--- config.mk ---
export PLATFORM = sky130hd
export DESIGN_NAME = aarch64_dp_immediate_execute
export DESIGN_NICKNAME = d
export VERILOG_FILES = /design/src/hw/rtl/dpi_pkg.sv /design/src/hw/rtl/dpi_fifo.sv /design/src/hw/rtl/dpi_decode.sv /design/src/hw/rtl/dpi_exec.sv /design/src/hw/rtl/aarch64_dp_immediate_execute.sv
export SDC_FILE = /design/constraint.sdc
export NUM_CORES = 2
export LEC_CHECK = 0
export BUFFER_PORTS_ARGS = -buffer_cell sky130_fd_sc_hd__buf_2
export CAP_MARGIN = 25
export CORE_ASPECT_RATIO = 2
export CORE_MARGIN = 10
export CORE_UTILIZATION = 40
export CTS_CLUSTER_SIZE = 8
export DETAILED_ROUTE_END_ITERATION = 10
export PLACE_DENSITY_LB_ADDON = 0.1
export SLEW_MARGIN = 10
export SYNTH_ARGS = -nofsm -noshare
export SYNTH_HDL_FRONTEND = slang
export SYNTH_SLANG_ARGS = --single-unit
--- constraint.sdc ---
create_clock -name clk -period 8.2 [get_ports clk]
set_input_delay 0.82 -clock clk [delete_from_list [all_inputs] [get_ports clk]]
set_output_delay 0.82 -clock clk [all_outputs]
set_load 0.01 [all_outputs]
--- src/hw/rtl/dpi_pkg.sv ---
// Shared types and encodings for the AArch64 data-processing immediate block.
// Used by dpi_decode, dpi_exec and the top level. No dependencies.
package dpi_pkg;

  // Result status codes
  localparam logic [1:0] ST_EXEC    = 2'd0;
  localparam logic [1:0] ST_UNALLOC = 2'd1;
  localparam logic [1:0] ST_UNSUP   = 2'd2;

  // Data-processing immediate group codes (instruction bits 25..23)
  localparam logic [2:0] GRP_ADDSUB = 3'd2;
  localparam logic [2:0] GRP_LOGIC  = 3'd4;
  localparam logic [2:0] GRP_MOVW   = 3'd5;

  // Logical opc field
  localparam logic [1:0] LOG_AND  = 2'd0;
  localparam logic [1:0] LOG_ORR  = 2'd1;
  localparam logic [1:0] LOG_EOR  = 2'd2;
  localparam logic [1:0] LOG_ANDS = 2'd3;

  // Move wide opc field
  localparam logic [1:0] MOV_N   = 2'd0;
  localparam logic [1:0] MOV_RSV = 2'd1;
  localparam logic [1:0] MOV_Z   = 2'd2;
  localparam logic [1:0] MOV_K   = 2'd3;

  localparam logic [63:0] LOW32_MASK = 64'h0000_0000_ffff_ffff;

  typedef enum logic [1:0] {
    OPK_NONE   = 2'd0,
    OPK_ADDSUB = 2'd1,
    OPK_LOGIC  = 2'd2,
    OPK_MOVW   = 2'd3
  } op_kind_t;

  // Decoded request passed from the front end to the execute side
  typedef struct packed {
    op_kind_t    kind;
    logic [1:0]  status;
    logic        wide;
    logic        sub;
    logic        setf;
    logic [1:0]  opc;
    logic [1:0]  hw;
    logic [4:0]  rd;
    logic [4:0]  rsrc;
    logic [63:0] operand;
  } dec_t;

  // One result item
  typedef struct packed {
    logic [1:0]  status;
    logic        reg_written;
    logic [4:0]  dest_index;
    logic [63:0] dest_value;
    logic        flags_written;
    logic [3:0]  nzcv;
  } res_t;

endpackage

--- src/hw/rtl/dpi_fifo.sv ---
// Small synchronous FIFO with registered storage and full/empty flags.
// Generic; no package dependency.
module dpi_fifo #(
  parameter int WIDTH = 8,
  parameter int DEPTH = 2
) (
  input  logic             clk,
  input  logic             rst_n,
  input  logic             push,
  input  logic [WIDTH-1:0] wdata,
  output logic             full,
  input  logic             pop,
  output logic [WIDTH-1:0] rdata,
  output logic             empty
);
  localparam int PW = (DEPTH > 1) ? $clog2(DEPTH) : 1;
  localparam int CW = $clog2(DEPTH + 1);
  localparam logic [PW-1:0] LAST = PW'(DEPTH - 1);
  localparam logic [CW-1:0] FULLCNT = CW'(DEPTH);

  logic [WIDTH-1:0] mem_r [DEPTH];
  logic [PW-1:0]    wptr_r, wptr_nxt;
  logic [PW-1:0]    rptr_r, rptr_nxt;
  logic [CW-1:0]    cnt_r, cnt_nxt;
  logic             do_push, do_pop;

  assign full    = (cnt_r == FULLCNT);
  assign empty   = (cnt_r == '0);
  assign do_push = push && !full;
  assign do_pop  = pop && !empty;
  assign rdata   = mem_r[rptr_r];

  always_comb begin
    wptr_nxt = wptr_r;
    rptr_nxt = rptr_r;
    cnt_nxt  = cnt_r;
    if (do_push) begin
      wptr_nxt = (wptr_r == LAST) ? '0 : wptr_r + PW'(1);
    end
    if (do_pop) begin
      rptr_nxt = (rptr_r == LAST) ? '0 : rptr_r + PW'(1);
    end
    if (do_push && !do_pop) begin
      cnt_nxt = cnt_r + CW'(1);
    end else if (do_pop && !do_push) begin
      cnt_nxt = cnt_r - CW'(1);
    end
  end

  always_ff @(posedge clk) begin
    if (!rst_n) begin
      wptr_r <= '0;
      rptr_r <= '0;
      cnt_r  <= '0;
    end else begin
      wptr_r <= wptr_nxt;
      rptr_r <= rptr_nxt;
      cnt_r  <= cnt_nxt;
    end
  end

  always_ff @(posedge clk) begin
    if (do_push) begin
      mem_r[wptr_r] <= wdata;
    end
  end

endmodule

--- src/hw/rtl/dpi_decode.sv ---
// Front end: classifies an instruction word and builds its immediate operand,
// including the bitmask-immediate decode. Depends on dpi_pkg.
module dpi_decode (
  input  logic [31:0]  instr,
  output dpi_pkg::dec_t dec
);
  import dpi_pkg::*;

  logic       is_dpi, wide, nbit, reserved;
  logic [2:0] grp;
  logic [5:0] imms, immr, levels, s, r, idx;
  logic [6:0] combo;
  logic [63:0] elem, rep, mask, movimm;
  logic [127:0] dbl;
  logic [11:0] imm12;

  assign is_dpi = (instr[28:26] == 3'b100);
  assign grp    = instr[25:23];
  assign wide   = instr[31];
  assign nbit   = instr[22];
  assign imms   = instr[15:10];
  assign immr   = instr[21:16];
  assign imm12  = instr[21:10];
  assign combo  = {nbit, ~imms};
  assign movimm = {48'd0, instr[20:5]} << {instr[22:21], 4'd0};

  // Bitmask immediate: element size from the highest set bit of {N, ~imms},
  // a run of s+1 ones, replicated across 64 bits, then rotated right by r
  // (rotating the replicated word equals rotating each element).
  always_comb begin
    levels   = 6'd0;
    reserved = 1'b0;
    if (combo[6])      levels = 6'd63;
    else if (combo[5]) levels = 6'd31;
    else if (combo[4]) levels = 6'd15;
    else if (combo[3]) levels = 6'd7;
    else if (combo[2]) levels = 6'd3;
    else if (combo[1]) levels = 6'd1;
    else               reserved = 1'b1;
    s = imms & levels;
    r = immr & levels;
    if (s == levels) reserved = 1'b1;
    elem = (64'd1 << ({1'b0, s} + 7'd1)) - 64'd1;
    for (int i = 0; i < 64; i++) begin
      idx    = 6'(i) & levels;
      rep[i] = elem[idx];
    end
    dbl  = {rep, rep} >> r;
    mask = dbl[63:0];
  end

  always_comb begin
    dec         = '0;
    dec.kind    = OPK_NONE;
    dec.status  = ST_UNSUP;
    dec.wide    = wide;
    dec.sub     = instr[30];
    dec.setf    = instr[29];
    dec.opc     = instr[30:29];
    dec.hw      = instr[22:21];
    dec.rd      = instr[4:0];
    dec.rsrc    = instr[9:5];
    dec.operand = '0;
    if (is_dpi) begin
      case (grp)
        GRP_ADDSUB: begin
          dec.kind    = OPK_ADDSUB;
          dec.status  = ST_EXEC;
          dec.operand = nbit ? {40'd0, imm12, 12'd0} : {52'd0, imm12};
        end
        GRP_LOGIC: begin
          if ((!wide && nbit) || reserved) begin
            dec.status = ST_UNALLOC;
          end else begin
            dec.kind    = OPK_LOGIC;
            dec.status  = ST_EXEC;
            dec.operand = mask;
          end
        end
        GRP_MOVW: begin
          if (instr[30:29] == MOV_RSV || (!wide && instr[22])) begin
            dec.status = ST_UNALLOC;
          end else begin
            dec.kind    = OPK_MOVW;
            dec.status  = ST_EXEC;
            dec.rsrc    = instr[4:0];  // MOVK merges into the old Rd
            dec.operand = movimm;
          end
        end
        default: begin
          dec.status = ST_UNSUP;
        end
      endcase
    end
  end

endmodule

--- src/hw/rtl/dpi_exec.sv ---
// Back end: register file, NZCV flags and the combinational execute datapath.
// Takes decoded requests, produces result items. Depends on dpi_pkg.
module dpi_exec (
  input  logic          clk,
  input  logic          rst_n,
  input  dpi_pkg::dec_t dec,
  input  logic          dec_empty,
  output logic          dec_pop,
  input  logic          res_full,
  output logic          res_push,
  output dpi_pkg::res_t res
);
  import dpi_pkg::*;

  logic [63:0] rf_r [32];
  logic [3:0]  flags_r, flags_nxt;
  logic        fire, wrote, fl;
  logic [63:0] x, y, value, hwmask, lres;
  logic [64:0] sum;
  logic        c32;
  logic [3:0]  fset;

  assign fire     = !dec_empty && !res_full;
  assign dec_pop  = fire;
  assign res_push = fire;
  assign x        = rf_r[dec.rsrc];
  assign y        = dec.sub ? ~dec.operand : dec.operand;
  assign sum      = {1'b0, x} + {1'b0, y} + {64'd0, dec.sub};
  assign c32      = x[32] ^ y[32] ^ sum[32];   // carry out of bit 31
  assign hwmask   = {48'd0, 16'hffff} << {dec.hw, 4'd0};

  always_comb begin
    value = '0;
    wrote = 1'b0;
    fl    = 1'b0;
    fset  = flags_r;
    lres  = '0;
    case (dec.kind)
      OPK_ADDSUB: begin
        wrote = 1'b1;
        fl    = dec.setf;
        if (dec.wide) begin
          value = sum[63:0];
          fset  = {value[63], value == 64'd0, sum[64],
                   x[63] ^ value[63] & ~(x[63] ^ y[63]) ^ x[63] & 1'b0};
          fset[0] = ((x[63] ^ value[63]) & (y[63] ^ value[63]));
        end else begin
          value = {32'd0, sum[31:0]};
          fset  = {value[31], value == 64'd0, c32,
                   (x[31] ^ value[31]) & (y[31] ^ value[31])};
        end
      end
      OPK_LOGIC: begin
        wrote = 1'b1;
        fl    = (dec.opc == LOG_ANDS);
        case (dec.opc)
          LOG_ORR: lres = x | dec.operand;
          LOG_EOR: lres = x ^ dec.operand;
          default: lres = x & dec.operand;
        endcase
        value = dec.wide ? lres : (lres & LOW32_MASK);
        fset  = {dec.wide ? value[63] : value[31], value == 64'd0, 2'b00};
      end
      OPK_MOVW: begin
        wrote = 1'b1;
        case (dec.opc)
          MOV_N:   lres = ~dec.operand;
          MOV_Z:   lres = dec.operand;
          default: lres = (x & ~hwmask) | dec.operand;
        endcase
        value = dec.wide ? lres : (lres & LOW32_MASK);
      end
      default: begin
        wrote = 1'b0;
      end
    endcase
  end

  assign flags_nxt = (fire && fl) ? fset : flags_r;

  always_comb begin
    res.status        = dec.status;
    res.reg_written   = wrote;
    res.dest_index    = wrote ? dec.rd : 5'd0;
    res.dest_value    = wrote ? value : 64'd0;
    res.flags_written = fl;
    res.nzcv          = flags_nxt;
  end

  always_ff @(posedge clk) begin
    if (!rst_n) begin
      flags_r <= '0;
      for (int i = 0; i < 32; i++) begin
        rf_r[i] <= '0;
      end
    end else begin
      flags_r <= flags_nxt;
      if (fire && wrote) begin
        rf_r[dec.rd] <= value;
      end
    end
  end

endmodule

--- src/hw/rtl/aarch64_dp_immediate_execute.sv ---
// Top level of the AArch64 data-processing immediate execute block.
// Instantiates dpi_decode, two dpi_fifo queues and dpi_exec; uses dpi_pkg.
//
// Usage: push one 32-bit instruction word per request on the input queue
// port; each one yields exactly one result on the output queue port, in
// order. Add/subtract, logical (bitmask) and move-wide immediates are
// executed against a 32 x 64-bit register file and the NZCV flags, all
// zero after reset; register 31 is a normal register. Throughput is one
// instruction per cycle while the result queue is not full: the execute
// unit reads and computes combinationally and writes back the register
// file and flags as the request is popped, so dependent instructions need
// no stall. Decode writes the request queue when a word is accepted,
// execute writes the result queue when it pops the request, and the
// result can then be popped from the result queue. Both queues are
// QUEUE_DEPTH / OUT_DEPTH deep, so the input keeps flowing while a result
// waits, and full rises only once both queues have backed up.
module aarch64_dp_immediate_execute #(
  parameter int QUEUE_DEPTH = 2,
  parameter int OUT_DEPTH   = 2
) (
  input  logic        clk,
  input  logic        rst_n,
  // request channel
  input  logic        push,
  output logic        full,
  input  logic [31:0] in_instruction,
  // result channel
  output logic        empty,
  input  logic        pop,
  output logic [1:0]  out_status,
  output logic        out_reg_written,
  output logic [4:0]  out_dest_index,
  output logic [63:0] out_dest_value,
  output logic        out_flags_written,
  output logic [3:0]  out_nzcv
);
  import dpi_pkg::*;

  dec_t dec_in, dec_head;
  res_t res_in, res_head;
  logic dec_empty, dec_pop, res_full, res_push;

  // Front end: decode straight into the request queue
  dpi_decode u_decode (
    .instr (in_instruction),
    .dec   (dec_in)
  );

  dpi_fifo #(
    .WIDTH ($bits(dec_t)),
    .DEPTH (QUEUE_DEPTH)
  ) u_dec_q (
    .clk   (clk),
    .rst_n (rst_n),
    .push  (push),
    .wdata (dec_in),
    .full  (full),
    .pop   (dec_pop),
    .rdata (dec_head),
    .empty (dec_empty)
  );

  // Back end: execute the oldest decoded request when there is result room
  dpi_exec u_exec (
    .clk       (clk),
    .rst_n     (rst_n),
    .dec       (dec_head),
    .dec_empty (dec_empty),
    .dec_pop   (dec_pop),
    .res_full  (res_full),
    .res_push  (res_push),
    .res       (res_in)
  );

  dpi_fifo #(
    .WIDTH ($bits(res_t)),
    .DEPTH (OUT_DEPTH)
  ) u_res_q (
    .clk   (clk),
    .rst_n (rst_n),
    .push  (res_push),
    .wdata (res_in),
    .full  (res_full),
    .pop   (pop),
    .rdata (res_head),
    .empty (empty)
  );

  assign out_status        = res_head.status;
  assign out_reg_written   = res_head.reg_written;
  assign out_dest_index    = res_head.dest_index;
  assign out_dest_value    = res_head.dest_value;
  assign out_flags_written = res_head.flags_written;
  assign out_nzcv          = res_head.nzcv;

endmodule
==> impl_metrics.json <==
{
  "outcome": "finished clean",
  "fin_util": 0.466,
  "critPathMaxStageDelay_ns": 0.57,
  "p_sw_uw": 23300,
  "ir_worst_vdd_uv": 360,
  "io_pins": 115,
  "die_width_um": 409,
  "dieArea_um2": 327000,
  "setup_viol": 0,
  "clockPowerShare": 0.239,
  "synthFlopType": "edfxtp_1",
  "firstDrtPassIters": 6,
  "drv_slew": 0,
  "vias_per_cell": 6.44,
  "timing.reg2reg.setup_slack_ns": 0.18,
  "dpl_cell_area_um2": 131000,
  "worstMarginPinSlew_ns": 1.21,
  "ys_seq_area_frac": 0.589,
  "crit_chain": "mux2i_4, buf_12, buf_4, mux4_2, a211oi_1, a31oi_1, a21oi_2, buf_4, inv_1, fa_1, a211oi_1, o21ai_1, a211o_1, a31o_2, buf_4, a21oi_2, o21ai_1, xor2_1, or4_1, or4_1, or4_1, nor4_1, o2bb2ai_1",
  "drc": 0,
  "cts_made_buffers": 341,
  "post_drt_wl_per_cell_um": 41.0,
  "clk_latency_ns": 0.94,
  "finalWirelength_um": 596000,
  "leakagePower_uw": 0.0504,
  "grt_max_degree": 96,
  "period_needed_ns": 8.02,
  "core-area_um2": 301000,
  "nFillCells": 27300,
  "cts_root_buf": "clkbuf_16",
  "grt_usage": 0.354,
  "p_per_area_nw_per_um2": 379,
  "start_kind": "flop",
  "initial_utilization": 0.402,
  "maxSlewHeadroom": 0.194,
  "grt_first_pass_wirelength_um": 797000,
  "finalCritPeriodShare": 0.978,
  "clock_sinks": 2382,
  "antenna_found_initial": 35,
  "ant_nets": 0,
  "multi_input_area_um2": 45900,
  "final_common_cell": "edfxtp_1",
  "io_buffers": 114,
  "swShare": 0.438,
  "hold_class": "in -> reg",
  "cts_tree": "yes",
  "combPwrFrac": 0.483,
  "num_rows": 285,
  "final.setup.worst_slack_ns": 0.182,
  "place.gp.congestion": 1.02,
  "syn-cell-area_um2": 121000,
  "maxCapViolations": 0,
  "netlist-cell-type-count": 120,
  "slowest_stage": "or4_1",
  "critical_path_arrival_ns": 8.72,
  "synth_area_per_cell_um2": 11.9,
  "tns_ns": 0,
  "fmax_mhz": 125,
  "design_area_um2": 140000,
  "die_h_um": 798,
  "drtIter0Drc": 10900,
  "layout_common_cells": "edfxtp_1, nor2_1, nand2_1",
  "worstSetupPathType": "reg -> reg",
  "regArea_um2": 71400,
  "grt_pass1_vias": 94900,
  "finalNetCount": 10700,
  "clk_path_buf_depth": 4,
  "synth_nets": 10400,
  "grt_setup_unrepaired": "false",
  "finalHoldViolCount": 0,
  "synth_warnings": 0,
  "post-dp-hpwl_um": 384000,
  "seq_power_share": 0.278,
  "syn_inst": 10100,
  "worst-path-max-fanout": 34,
  "area_growth_pct": 15.8,
  "synth-seq-cells": 2382,
  "grt_overflow": 0,
  "post-place-ws_ns": 0.00326,
  "synth-edff-count": 2368,
  "async_reset_ff_frac": 0,
  "clk_pin_slew_ns": 0.07,
  "fin_skew_ns": 0.0962,
  "vias": 93800,
  "cp-end-kind": "flop",
  "drive_above_1_share": 0.202,
  "internal_power_uw": 29900,
  "h-tree-depth": 5,
  "required_ns": 8.90
}
## power groups by stage
stage / combinational [µW] / sequential [µW] / clock, µW
final: 25700 / 14800 / 12700
after global routing: 26600 / 14900 / 13300
after CTS: 25100 / 14800 / 12800
after detailed placement: 25000 / 15000 / 0
after global placement: 25000 / 15000 / 0
after floorplan: 13200 / 14900 / 0
## registers in the layout, summed over array words and instances (netlist names), named ones only
register and count:
u_exec.rf_r 2048, u_res_q.wptr_r 1, u_dec_q.rptr_r 1, u_res_q.cnt_r 2
u_exec.flags_r 4, u_dec_q.cnt_r 2, u_res_q.mem_r 154, u_res_q.rptr_r 1
u_dec_q.wptr_r 1, u_dec_q.mem_r 166
## critical path: cells and delay by family (launching register included)
family / cells / cell delay [ns]
fa+ha+maj: 1 / 0.45
mux: 2 / 0.90
compound gates: 10 / 2.76
xor+xnor: 1 / 0.19
flops: 1 / 0.50
buf+inv: 5 / 1.08
simple gates: 4 / 1.85
## final timing paths
kind                                      start                              to  cells after the start
setup / recovery                           flop   u_res_q.mem_r[1][2]$_DFFE_PP_                     23
hold / removal               in_instruction[29]  u_dec_q.mem_r[0][78]$_DFFE_PP_                      1
setup reg to reg                           flop   u_res_q.mem_r[1][2]$_DFFE_PP_                     23
hold reg to reg   u_res_q.cnt_r[1]$_SDFFE_PN0P_   u_res_q.cnt_r[1]$_SDFFE_PN0P_                      2
## synthesized netlist by cell type (all sizes together), types with 19 or more instances
| master | number | share of area |
|---|---|---|
| edfxtp | 2368 | 0.59 |
| nor2 | 2368 | 0.073 |
| nand2 | 822 | 0.025 |
| clkbuf | 772 | 0.024 |
| mux4 | 508 | 0.094 |
| a21oi | 276 | 0.012 |
| inv | 273 | 0.0085 |
| o21ai | 214 | 0.0089 |
| ha | 202 | 0.021 |
| nand3 | 181 | 0.0076 |
| buf | 162 | 0.0063 |
| o211ai | 157 | 0.0098 |
| mux2i | 144 | 0.012 |
| and2 | 126 | 0.0065 |
| a211oi | 116 | 0.0072 |
| a22oi | 115 | 0.0071 |
| mux2 | 113 | 0.011 |
| a31oi | 105 | 0.0056 |
| a311oi | 100 | 0.0072 |
| nand2b | 74 | 0.0038 |
| nor3 | 74 | 0.0031 |
| xor2 | 72 | 0.0052 |
| a21o | 68 | 0.0042 |
| and3 | 57 | 0.0030 |
| xnor2 | 54 | 0.0039 |
| nor4 | 50 | 0.0026 |
| nand4 | 49 | 0.0027 |
| o22ai | 43 | 0.0022 |
| or3 | 34 | 0.0018 |
| nor2b | 33 | 0.0018 |
| o221ai | 33 | 0.0024 |
| a221oi | 25 | 0.0020 |
| o21a | 21 | 0.0013 |
| a221o | 20 | 0.0017 |
| o31ai | 19 | 0.0013 |
## metal layers
metal | share of wire | vias up | global-route usage
met2 | 0.51 | 5736 | 0.629
met5 | 0.00021 | - | 0
met1 | 0.31 | 48300 | 0.361
met4 | 0.10 | 16 | 0.292
met3 | 0.076 | 1931 | 0.0614
li1 | - | 37800 | -
## cell families (layout without fill, tap and decap cells)
group                      after synthesis  in the layout  share of synthesized area
buffers and inverters                 1212           1593                     0.0388
adders and majority gates              203            203                     0.0210
xor gates and xnor gates               126            126                    0.00911
AOI/OAI and AO/OA                     1511           1511                     0.0878
and+or+nand+nor                       3942           3943                      0.137
DFF                                   2382           2382                      0.589
other                                    1             14                  0.0000310
muxes                                  765            765                      0.117
## layout make-up
type / instances / share of cell area
antenna: 13 / 0.000232
multi-input combinational: 6549 / 0.327
clock buffer: 366 / 0.0626
inverter: 278 / 0.00744
clock inverter: 17 / 0.00177
sequential: 2382 / 0.509
tap: 4018 / 0.0358
timing repair buffer: 932 / 0.0560
## metrics by stage
step | power, µW | hold slack [ns] | instances
after global routing | 54700 | 0.249 | 14500
after detailed placement | 40100 | 0.540 | 14100
final | 53200 | 0.243 | 14600
after CTS | 52800 | 0.197 | 14500
after global placement | 40000 | 0.510 | 14100
after floorplan | 28100 | 0.478 | 10100
## timing repair
action                     4_1_cts  5_1_grt
setup endpoints to repair        2       16
gates resized for setup          1        7
setup buffers                    0        5
hold buffers                     0        0
pin swaps                        0        1
gates cloned                     0        1
Power figures use the tool's default switching activity.
